[src/rtl/atu_pkg.sv]
`default_nettype none
package atu_pkg;

  // Table geometry and reset value of the target register
  localparam int unsigned DEPTH_DEFAULT = 64;
  localparam logic [6:0]  ACK_TARGET_RESET = 7'd20;

  // Operation codes
  localparam logic [1:0] FUNC_ADD  = 2'd0;
  localparam logic [1:0] FUNC_ACK  = 2'd1;
  localparam logic [1:0] FUNC_FIND = 2'd2;

  // Result status codes
  localparam logic [1:0] STS_OK   = 2'd0;
  localparam logic [1:0] STS_FULL = 2'd1;
  localparam logic [1:0] STS_NONE = 2'd2;

  typedef struct packed {
    logic [1:0]  func;
    logic [31:0] msg_id;
    logic [6:0]  start_pos;
  } in_item_t;

  typedef struct packed {
    logic [1:0]  status;
    logic [5:0]  entry_pos;
    logic [31:0] entry_id;
    logic [6:0]  acked_count;
    logic [6:0]  entry_count;
    logic        done_res;
  } out_item_t;

  // Controller -> datapath
  typedef struct packed {
    logic load;       // latch a new item, set up the scan
    logic scan_step;  // issue next read, check previous one
    logic capture;    // record the scan outcome
    logic finish;     // update table and counts, load the result
  } cmd_t;

  // Datapath -> controller
  typedef struct packed {
    logic needs_scan; // item at the input is an ack or a find
    logic hit;        // checked entry satisfies the scan
    logic exhausted;  // nothing left to check
    logic out_free;   // result register can take a new item
  } sts_t;

endpackage
`default_nettype wire

[src/rtl/atu_ram.sv]
`default_nettype none
module atu_ram #(
  parameter int unsigned WIDTH = 32,
  parameter int unsigned DEPTH = 64
) (
  input  wire logic                                   clk,
  input  wire logic                                   we,
  input  wire logic [(DEPTH > 1 ? $clog2(DEPTH) : 1)-1:0] waddr,
  input  wire logic [WIDTH-1:0]                       wdata,
  input  wire logic [(DEPTH > 1 ? $clog2(DEPTH) : 1)-1:0] raddr,
  output logic      [WIDTH-1:0]                       rdata_r
);

  logic [WIDTH-1:0] mem [DEPTH];

  // One write port, one registered read port
  always_ff @(posedge clk) begin
    if (we) begin
      mem[waddr] <= wdata;
    end
    rdata_r <= mem[raddr];
  end

endmodule
`default_nettype wire

[src/rtl/atu_ctrl.sv]
`default_nettype none
module atu_ctrl
  import atu_pkg::*;
(
  input  wire logic clk,
  input  wire logic rst_n,
  input  wire logic in_valid,
  output logic      in_stall,
  input  wire sts_t sts,
  output cmd_t      cmd
);

  localparam logic [1:0] ST_IDLE = 2'd0;
  localparam logic [1:0] ST_SCAN = 2'd1;
  localparam logic [1:0] ST_FIN  = 2'd2;

  logic [1:0] state_r, state_nxt;

  assign in_stall = (state_r != ST_IDLE);

  // Next state and commands
  always_comb begin
    state_nxt = state_r;
    cmd       = '0;
    unique case (state_r)
      ST_IDLE: begin
        if (in_valid) begin
          cmd.load  = 1'b1;
          state_nxt = sts.needs_scan ? ST_SCAN : ST_FIN;
        end
      end
      ST_SCAN: begin
        cmd.scan_step = 1'b1;
        if (sts.hit || sts.exhausted) begin
          cmd.capture = 1'b1;
          state_nxt   = ST_FIN;
        end
      end
      ST_FIN: begin
        if (sts.out_free) begin
          cmd.finish = 1'b1;
          state_nxt  = ST_IDLE;
        end
      end
      default: begin
        state_nxt = ST_IDLE;
      end
    endcase
  end

  always_ff @(posedge clk) begin
    if (!rst_n) begin
      state_r <= ST_IDLE;
    end else begin
      state_r <= state_nxt;
    end
  end

endmodule
`default_nettype wire

[src/rtl/atu_dp.sv]
`default_nettype none
module atu_dp
  import atu_pkg::*;
#(
  parameter int unsigned TABLE_DEPTH = DEPTH_DEFAULT
) (
  input  wire logic       clk,
  input  wire logic       rst_n,
  input  wire in_item_t   in_data,
  input  wire logic       cfg_valid,
  input  wire logic [6:0] cfg_ack_target,
  input  wire logic       out_stall,
  output logic            out_valid,
  output out_item_t       out_data,
  input  wire cmd_t       cmd,
  output sts_t            sts
);

  localparam int unsigned CW = $clog2(TABLE_DEPTH + 1);
  localparam int unsigned IW = (TABLE_DEPTH > 1) ? $clog2(TABLE_DEPTH) : 1;
  localparam int unsigned PW = (CW > 7) ? CW : 7;

  // Item and scan registers
  logic [1:0]    func_r;
  logic [31:0]   id_r;
  logic [PW-1:0] ptr_r;
  logic          chk_v_r;
  logic [IW-1:0] chk_pos_r;
  logic          res_hit_r;
  logic [IW-1:0] res_pos_r;
  logic [31:0]   res_id_r;

  // Table counts and target
  logic [CW-1:0] held_r, held_nxt;
  logic [CW-1:0] acked_r, acked_nxt;
  logic [6:0]    target_r;

  // Result register
  logic      out_valid_r;
  out_item_t out_data_r, out_data_nxt;

  // Memory ports
  logic [31:0]   rd_id;
  logic [0:0]    rd_flag;
  logic          id_we, flag_we;
  logic [IW-1:0] flag_waddr;

  logic issue_ok, hit, full, add_ok, ack_ok;
  logic [PW-1:0] need;

  atu_ram #(.WIDTH(32), .DEPTH(TABLE_DEPTH)) u_id_ram (
    .clk     (clk),
    .we      (id_we),
    .waddr   (held_r[IW-1:0]),
    .wdata   (id_r),
    .raddr   (ptr_r[IW-1:0]),
    .rdata_r (rd_id)
  );

  atu_ram #(.WIDTH(1), .DEPTH(TABLE_DEPTH)) u_flag_ram (
    .clk     (clk),
    .we      (flag_we),
    .waddr   (flag_waddr),
    .wdata   (ack_ok),
    .raddr   (ptr_r[IW-1:0]),
    .rdata_r (rd_flag)
  );

  // Scan: read at ptr each cycle, check last cycle's read
  assign issue_ok = (ptr_r < PW'(held_r));
  assign hit      = chk_v_r && !rd_flag[0] && ((func_r != FUNC_ACK) || (rd_id == id_r));

  assign sts.needs_scan = (in_data.func == FUNC_ACK) || (in_data.func == FUNC_FIND);
  assign sts.hit        = hit;
  assign sts.exhausted  = !chk_v_r && !issue_ok;
  assign sts.out_free   = !out_valid_r || !out_stall;

  // Table update at finish
  assign full       = (held_r == CW'(TABLE_DEPTH));
  assign add_ok     = (func_r == FUNC_ADD) && !full;
  assign ack_ok     = (func_r == FUNC_ACK) && res_hit_r;
  assign held_nxt   = held_r + CW'(add_ok);
  assign acked_nxt  = acked_r + CW'(ack_ok);
  assign id_we      = cmd.finish && add_ok;
  assign flag_we    = cmd.finish && (add_ok || ack_ok);
  assign flag_waddr = add_ok ? held_r[IW-1:0] : res_pos_r;

  assign need = (PW'(held_nxt) < PW'(target_r)) ? PW'(held_nxt) : PW'(target_r);

  // Result fields
  always_comb begin
    out_data_nxt             = '0;
    out_data_nxt.status      = STS_NONE;
    out_data_nxt.acked_count = 7'(acked_nxt);
    out_data_nxt.entry_count = 7'(held_nxt);
    out_data_nxt.done_res    = (PW'(acked_nxt) >= need);
    if (func_r == FUNC_ADD) begin
      if (full) begin
        out_data_nxt.status = STS_FULL;
      end else begin
        out_data_nxt.status    = STS_OK;
        out_data_nxt.entry_pos = 6'(held_r);
        out_data_nxt.entry_id  = id_r;
      end
    end else if (res_hit_r) begin
      out_data_nxt.status    = STS_OK;
      out_data_nxt.entry_pos = 6'(res_pos_r);
      out_data_nxt.entry_id  = res_id_r;
    end
  end

  // Control state
  always_ff @(posedge clk) begin
    if (!rst_n) begin
      held_r      <= '0;
      acked_r     <= '0;
      target_r    <= ACK_TARGET_RESET;
      out_valid_r <= 1'b0;
      chk_v_r     <= 1'b0;
      res_hit_r   <= 1'b0;
    end else begin
      if (cfg_valid) begin
        target_r <= cfg_ack_target;
      end
      if (cmd.load) begin
        chk_v_r   <= 1'b0;
        res_hit_r <= 1'b0;
      end else if (cmd.scan_step) begin
        chk_v_r <= issue_ok;
      end
      if (cmd.capture) begin
        res_hit_r <= hit;
      end
      if (cmd.finish) begin
        held_r      <= held_nxt;
        acked_r     <= acked_nxt;
        out_valid_r <= 1'b1;
      end else if (!out_stall) begin
        out_valid_r <= 1'b0;
      end
    end
  end

  // Payload registers
  always_ff @(posedge clk) begin
    if (cmd.load) begin
      func_r <= in_data.func;
      id_r   <= in_data.msg_id;
      ptr_r  <= (in_data.func == FUNC_FIND) ? PW'(in_data.start_pos) : '0;
    end else if (cmd.scan_step && issue_ok) begin
      ptr_r <= ptr_r + PW'(1);
    end
    if (cmd.scan_step) begin
      chk_pos_r <= ptr_r[IW-1:0];
    end
    if (cmd.capture) begin
      res_pos_r <= chk_pos_r;
      res_id_r  <= rd_id;
    end
    if (cmd.finish) begin
      out_data_r <= out_data_nxt;
    end
  end

  assign out_valid = out_valid_r;
  assign out_data  = out_data_r;

endmodule
`default_nettype wire

[src/rtl/ack_tracking_table_unit.sv]
`default_nettype none
// Add and unused codes go straight from taking the item to loading the result;
// ack and find first read one table entry per cycle, stopping at the first hit or
// after the last entry, then load the result; a stalled result register holds the load.
// One item at a time: a new item is taken only once the last result is loaded.
// Reset (rst_n, synchronous): table empty, counts zero, ack target 20.
// Table contents are not cleared; only entries below the entry count are read.
module ack_tracking_table_unit
  import atu_pkg::*;
#(
  parameter int unsigned TABLE_DEPTH = DEPTH_DEFAULT
) (
  input  wire logic       clk,
  input  wire logic       rst_n,
  input  wire logic       in_valid,
  output logic            in_stall,
  input  wire in_item_t   in_data,
  output logic            out_valid,
  input  wire logic       out_stall,
  output out_item_t       out_data,
  input  wire logic       cfg_valid,
  output logic            cfg_ready,
  input  wire logic [6:0] cfg_ack_target
);

  cmd_t cmd;
  sts_t sts;

  // Target register takes writes at any time
  assign cfg_ready = 1'b1;

  atu_ctrl u_ctrl (
    .clk      (clk),
    .rst_n    (rst_n),
    .in_valid (in_valid),
    .in_stall (in_stall),
    .sts      (sts),
    .cmd      (cmd)
  );

  atu_dp #(.TABLE_DEPTH(TABLE_DEPTH)) u_dp (
    .clk            (clk),
    .rst_n          (rst_n),
    .in_data        (in_data),
    .cfg_valid      (cfg_valid),
    .cfg_ack_target (cfg_ack_target),
    .out_stall      (out_stall),
    .out_valid      (out_valid),
    .out_data       (out_data),
    .cmd            (cmd),
    .sts            (sts)
  );

endmodule
`default_nettype wire

[config.mk]
export PLATFORM = sky130hd
export DESIGN_NAME = ack_tracking_table_unit
export DESIGN_NICKNAME = d
export VERILOG_FILES = /design/src/rtl/atu_pkg.sv /design/src/rtl/atu_ram.sv /design/src/rtl/atu_ctrl.sv /design/src/rtl/atu_dp.sv /design/src/rtl/ack_tracking_table_unit.sv
export SDC_FILE = /design/constraint.sdc
export NUM_CORES = 2
export LEC_CHECK = 0
export BUFFER_PORTS_ARGS = -buffer_cell sky130_fd_sc_hd__buf_4
export CELL_PAD_IN_SITES_DETAIL_PLACEMENT = 0
export CELL_PAD_IN_SITES_GLOBAL_PLACEMENT = 2
export CORE_AREA = 5 5 446 448
export DETAILED_ROUTE_END_ITERATION = 10
export DIE_AREA = 0 0 451 453
export MAX_ROUTING_LAYER = met4
export PLACE_DENSITY_LB_ADDON = 0.1
export SYNTH_ARGS = -nofsm -noshare
export SYNTH_HDL_FRONTEND = slang
export SYNTH_SLANG_ARGS = --single-unit
export TNS_END_PERCENT = 1
[constraint.sdc]
create_clock -name clk -period 5 [get_ports clk]
set_clock_uncertainty 0.1 [all_clocks]
set_input_delay 0.25 -clock clk [delete_from_list [all_inputs] [get_ports clk]]
set_output_delay 0.25 -clock clk [all_outputs]
set_load 0.02 [all_outputs]
==> results.md <==
* Buffers on Ports at between 100 and 150
* Hold path startpoint: in_data[10]
* Via count at between 40000 and 50000
* Synth top area cells: edfxtp_1 (76%), mux4_2 (15%), dfxtp_1 (1.3%), mux2i_1 (1.2%), nor2_1 (0.72%)
* Seq pwr share at 48.7%
* Routed WL at 250000 µm
* Register bit total from synthesis at 2311
* Post-Syn Instances at 4011
* Placed cells at 6663
* Arrival time at the worst endpoint at 4.90 ns
* Final Wtd Congestion at approximately 0.79
* Main synth FF type: edfxtp_1
* Final nets at 4510
* Starting DRT DRC Count at 4848
* Total Die Area at approximately 200000 µm²
* Starting Density at 45.8%
* Psw at 11.1 mW
* Cell Pwr Density at roughly 440 nW/µm²
* Syn nets at 4089
* ANT nets after route at 0
* CP required at 5.50 ns
* Final setup violation count at 0
* Slew Limit Headroom at 14.6%
* Drt drc at 0
* Worst Setup Slack post-DPL at 0.594 ns
* Post-Layout Cell Count at 7199
* Synth area leader: edfxtp_1
* Worst hold path stage count at 2
* HP Class: input port to flop
* DRT Pass-1 Iters at 7
* Final slew viol count at 0
* Fin. Hold Viols at 0
* Pwr Total at approximately 45 mW
* Slew @ Worst Pin at about 1.3 ns
* Routed WL per cell at around 35 µm
* FP Rows at around 160
* Top cell type's share of synthesized area at between 70% and 80%
* Max-cap viol count at 0
* Pint at 34.1 mW
* Die height at 453 µm
* Fin worst setup slack at 0.608 ns
* YS warnings at 0
* Clock share of power at between 30% and 40%
* Antenna violations before repair at 21
* R2R depth at 19
* Run status: finished clean
* Final period utilization at 87.8%
* R2R Path End: u_dp.out_data[0]$_DFFE_PP_
* Final setup TNS at 0 ns
* DIE WIDTH at 451 µm
* Total track usage at 25.2%
* Largest net degree at the start of global routing at 80
* Clock sink count at 2311
* Hold worst-path end: u_dp.id_r[3]$_DFFE_PP_
* Critical Setup Path Class: flop to flop
* CTS tree: yes
* Clock Tree Buf Depth at 3
* Layout Area Growth over Synthesis at 15.6%
* Global-route wire length before repair at 348000 µm
* Avg Cell Area, Syn at 22.2 µm²
* Gr ovfl total at 0
* Worst skew pair latency at 0.87 ns
* Max H-tree Level at 4
* Core region area at 194000 µm²
* Logic gate share of total power at between 10% and 20%
* Synth top cells by count: edfxtp_1 (2252), mux4_2 (577), nor2_1 (171)
* Dpl hpwl at 145000 µm
* Layout Utilization at 52.9%
* Io pins at 111
* Most numerous cell in the Yosys netlist: edfxtp_1
* Leak at 32.5 nW
* Syn Std Cell Area at a little under 90000 µm²
* Netlist cell types at between 60 and 70
* Vias in the first global route at 43900
* Post-synthesis sequential area ratio at 77.4%
* EDFF count, synth at 2252
* Worst-path fanout max at 5
* R2R Path Start: u_dp.held_r[0]$_SDFFE_PN0P_
* Vias per cell at around 6
* RSZ-0062 raised after global routing: false
* Async set-or-reset flop fraction in the synthesized netlist at 0%
* Maximum vdd drop at 331 µV
* Final Critical Period at 4.39 ns
* Reg clk slew, reported paths at 0.06 ns
* Clk root buf: clkbuf_16
* Crit end category: flop
* Num CTS Buffers at approximately 240
* Maximum clock rate at 228 MHz
* Share of cells above drive strength 1 at 28.9%
* Reg2reg setup slack at 0.61 ns
* CP Launch Type: flop
* Sw frac at 24.5%
==> final cells by class <==
cell class / count / area [µm²]
timing repair buffer: 391 / 3500
fill: 15200 / 91500
inverter: 23 / 87.6
sequential: 2311 / 68800
multi-input combinational: 1470 / 19400
tap: 2542 / 3180
antenna: 17 / 42.5
clock inverter: 158 / 1510
clock buffer: 287 / 6160
==> power by group through the flow <==
stage	sequential (mW)	clock, mW	combinational (mW)
finish	22.0	17.5	5.66
global route	22.0	18.7	5.99
CTS	22.0	17.8	5.77
detailed placement	22.4	0	5.70
global placement	22.4	0	5.68
floorplan	22.5	0	3.38
==> worst max-delay path, cell delays in order (launching register included) <==
cell      delay (ns)
dfxtp_1         0.31
or4b_4          0.59
o21ai_2         0.17
inv_2           0.05
ha_1            0.19
nand3_1         0.18
nor2_1          0.08
xnor2_1         0.31
ha_1            0.32
a21o_1          0.16
a21oi_1         0.14
o21ai_1         0.10
mux2_2          0.28
ha_1            0.28
nand2b_1        0.14
a21o_1          0.18
a21o_1          0.17
a21o_1          0.18
a21oi_1         0.13
o21ai_0         0.10
==> cells by family (layout without fill, tap and decap cells) <==
| family | count (synthesis) | count (layout) | synth area share, % |
|---|---|---|---|
| AOI/OAI and AO/OA | 292 | 292 | 2.28 |
| other | 1 | 18 | 0.00422 |
| and+or+nand+nor | 392 | 392 | 2.01 |
| xor gates and xnor gates | 55 | 55 | 0.542 |
| adders and majority gates | 25 | 25 | 0.352 |
| DFF | 2311 | 2311 | 77.4 |
| muxes | 705 | 705 | 16.1 |
| buffers and inverters | 230 | 859 | 1.27 |
==> routing by layer <==
| layer | wire (µm) | part of all wire, % | GRT usage (%) |
|---|---|---|---|
| met2 | 120000 | 48 | 38.9 |
| met1 | 106000 | 43 | 34.6 |
| met4 | 7530 | 3.0 | 7.39 |
| met5 | 0 | 0 | - |
| met3 | 16200 | 6.5 | 4.82 |
==> state kept, by name (all words and copies together), names as in the netlist, 2 cells and up <==
name,flops
u_dp.res_id_r,32
u_ctrl.state_r,2
u_dp.func_r,2
u_dp.acked_r,7
u_dp.id_r,32
u_dp.res_pos_r,6
u_dp.held_r,7
u_dp.u_flag_ram.mem,64
u_dp.ptr_r,7
u_dp.chk_pos_r,6
u_dp.target_r,7
u_dp.out_data,55
u_dp.u_id_ram.rdata_r,32
u_dp.u_id_ram.mem,2048
==> worst max-delay path by stage <==
stage,startpoint,depth (start not counted),end
global route,u_dp.held_r[0]$_SDFFE_PN0P_,19,u_dp.out_data[0]$_DFFE_PP_
CTS,u_dp.held_r[0]$_SDFFE_PN0P_,19,u_dp.out_data[0]$_DFFE_PP_
detailed placement,u_dp.held_r[0]$_SDFFE_PN0P_,19,u_dp.out_data[0]$_DFFE_PP_
finish,u_dp.held_r[0]$_SDFFE_PN0P_,19,u_dp.out_data[0]$_DFFE_PP_
floorplan,u_dp.held_r[0]$_SDFFE_PN0P_,20,u_dp.out_data[0]$_DFFE_PP_
global placement,u_dp.held_r[0]$_SDFFE_PN0P_,19,u_dp.out_data[0]$_DFFE_PP_
==> through the flow <==
stage	area, µm²	hold WS, ns
2_1_floorplan	88900	0.249
6_report	103000	0.0655
5_1_grt	103000	0.0291
4_1_cts	103000	0.00509
3_5_place_dp	94200	0.305
3_3_place_gp	94200	0.303
==> cell usage in the layout (no fill, tap or decap), types with 38 or more instances in the layout <==
master         count
clkinv_1          65
dlygate4sd3_1     74
a211oi_1          54
buf_4            287
mux4_2           577
clkbuf_1          47
a21oi_1           60
nor2_1           107
nand2_1           91
o21ai_0           38
mux2i_1          106
xor2_1            41
clkinv_2          50
dfxtp_1           59
nor2_4            64
clkbuf_16        238
nor2b_1           43
edfxtp_1        2252
==> timing repair <==
item / CTS / global route
hold buffers: 74 / 0
hold endpoints to repair: 67 / 0
resized for setup: 0 / 0
buffers inserted: 0 / 0
Power figures use the tool's default switching activity.
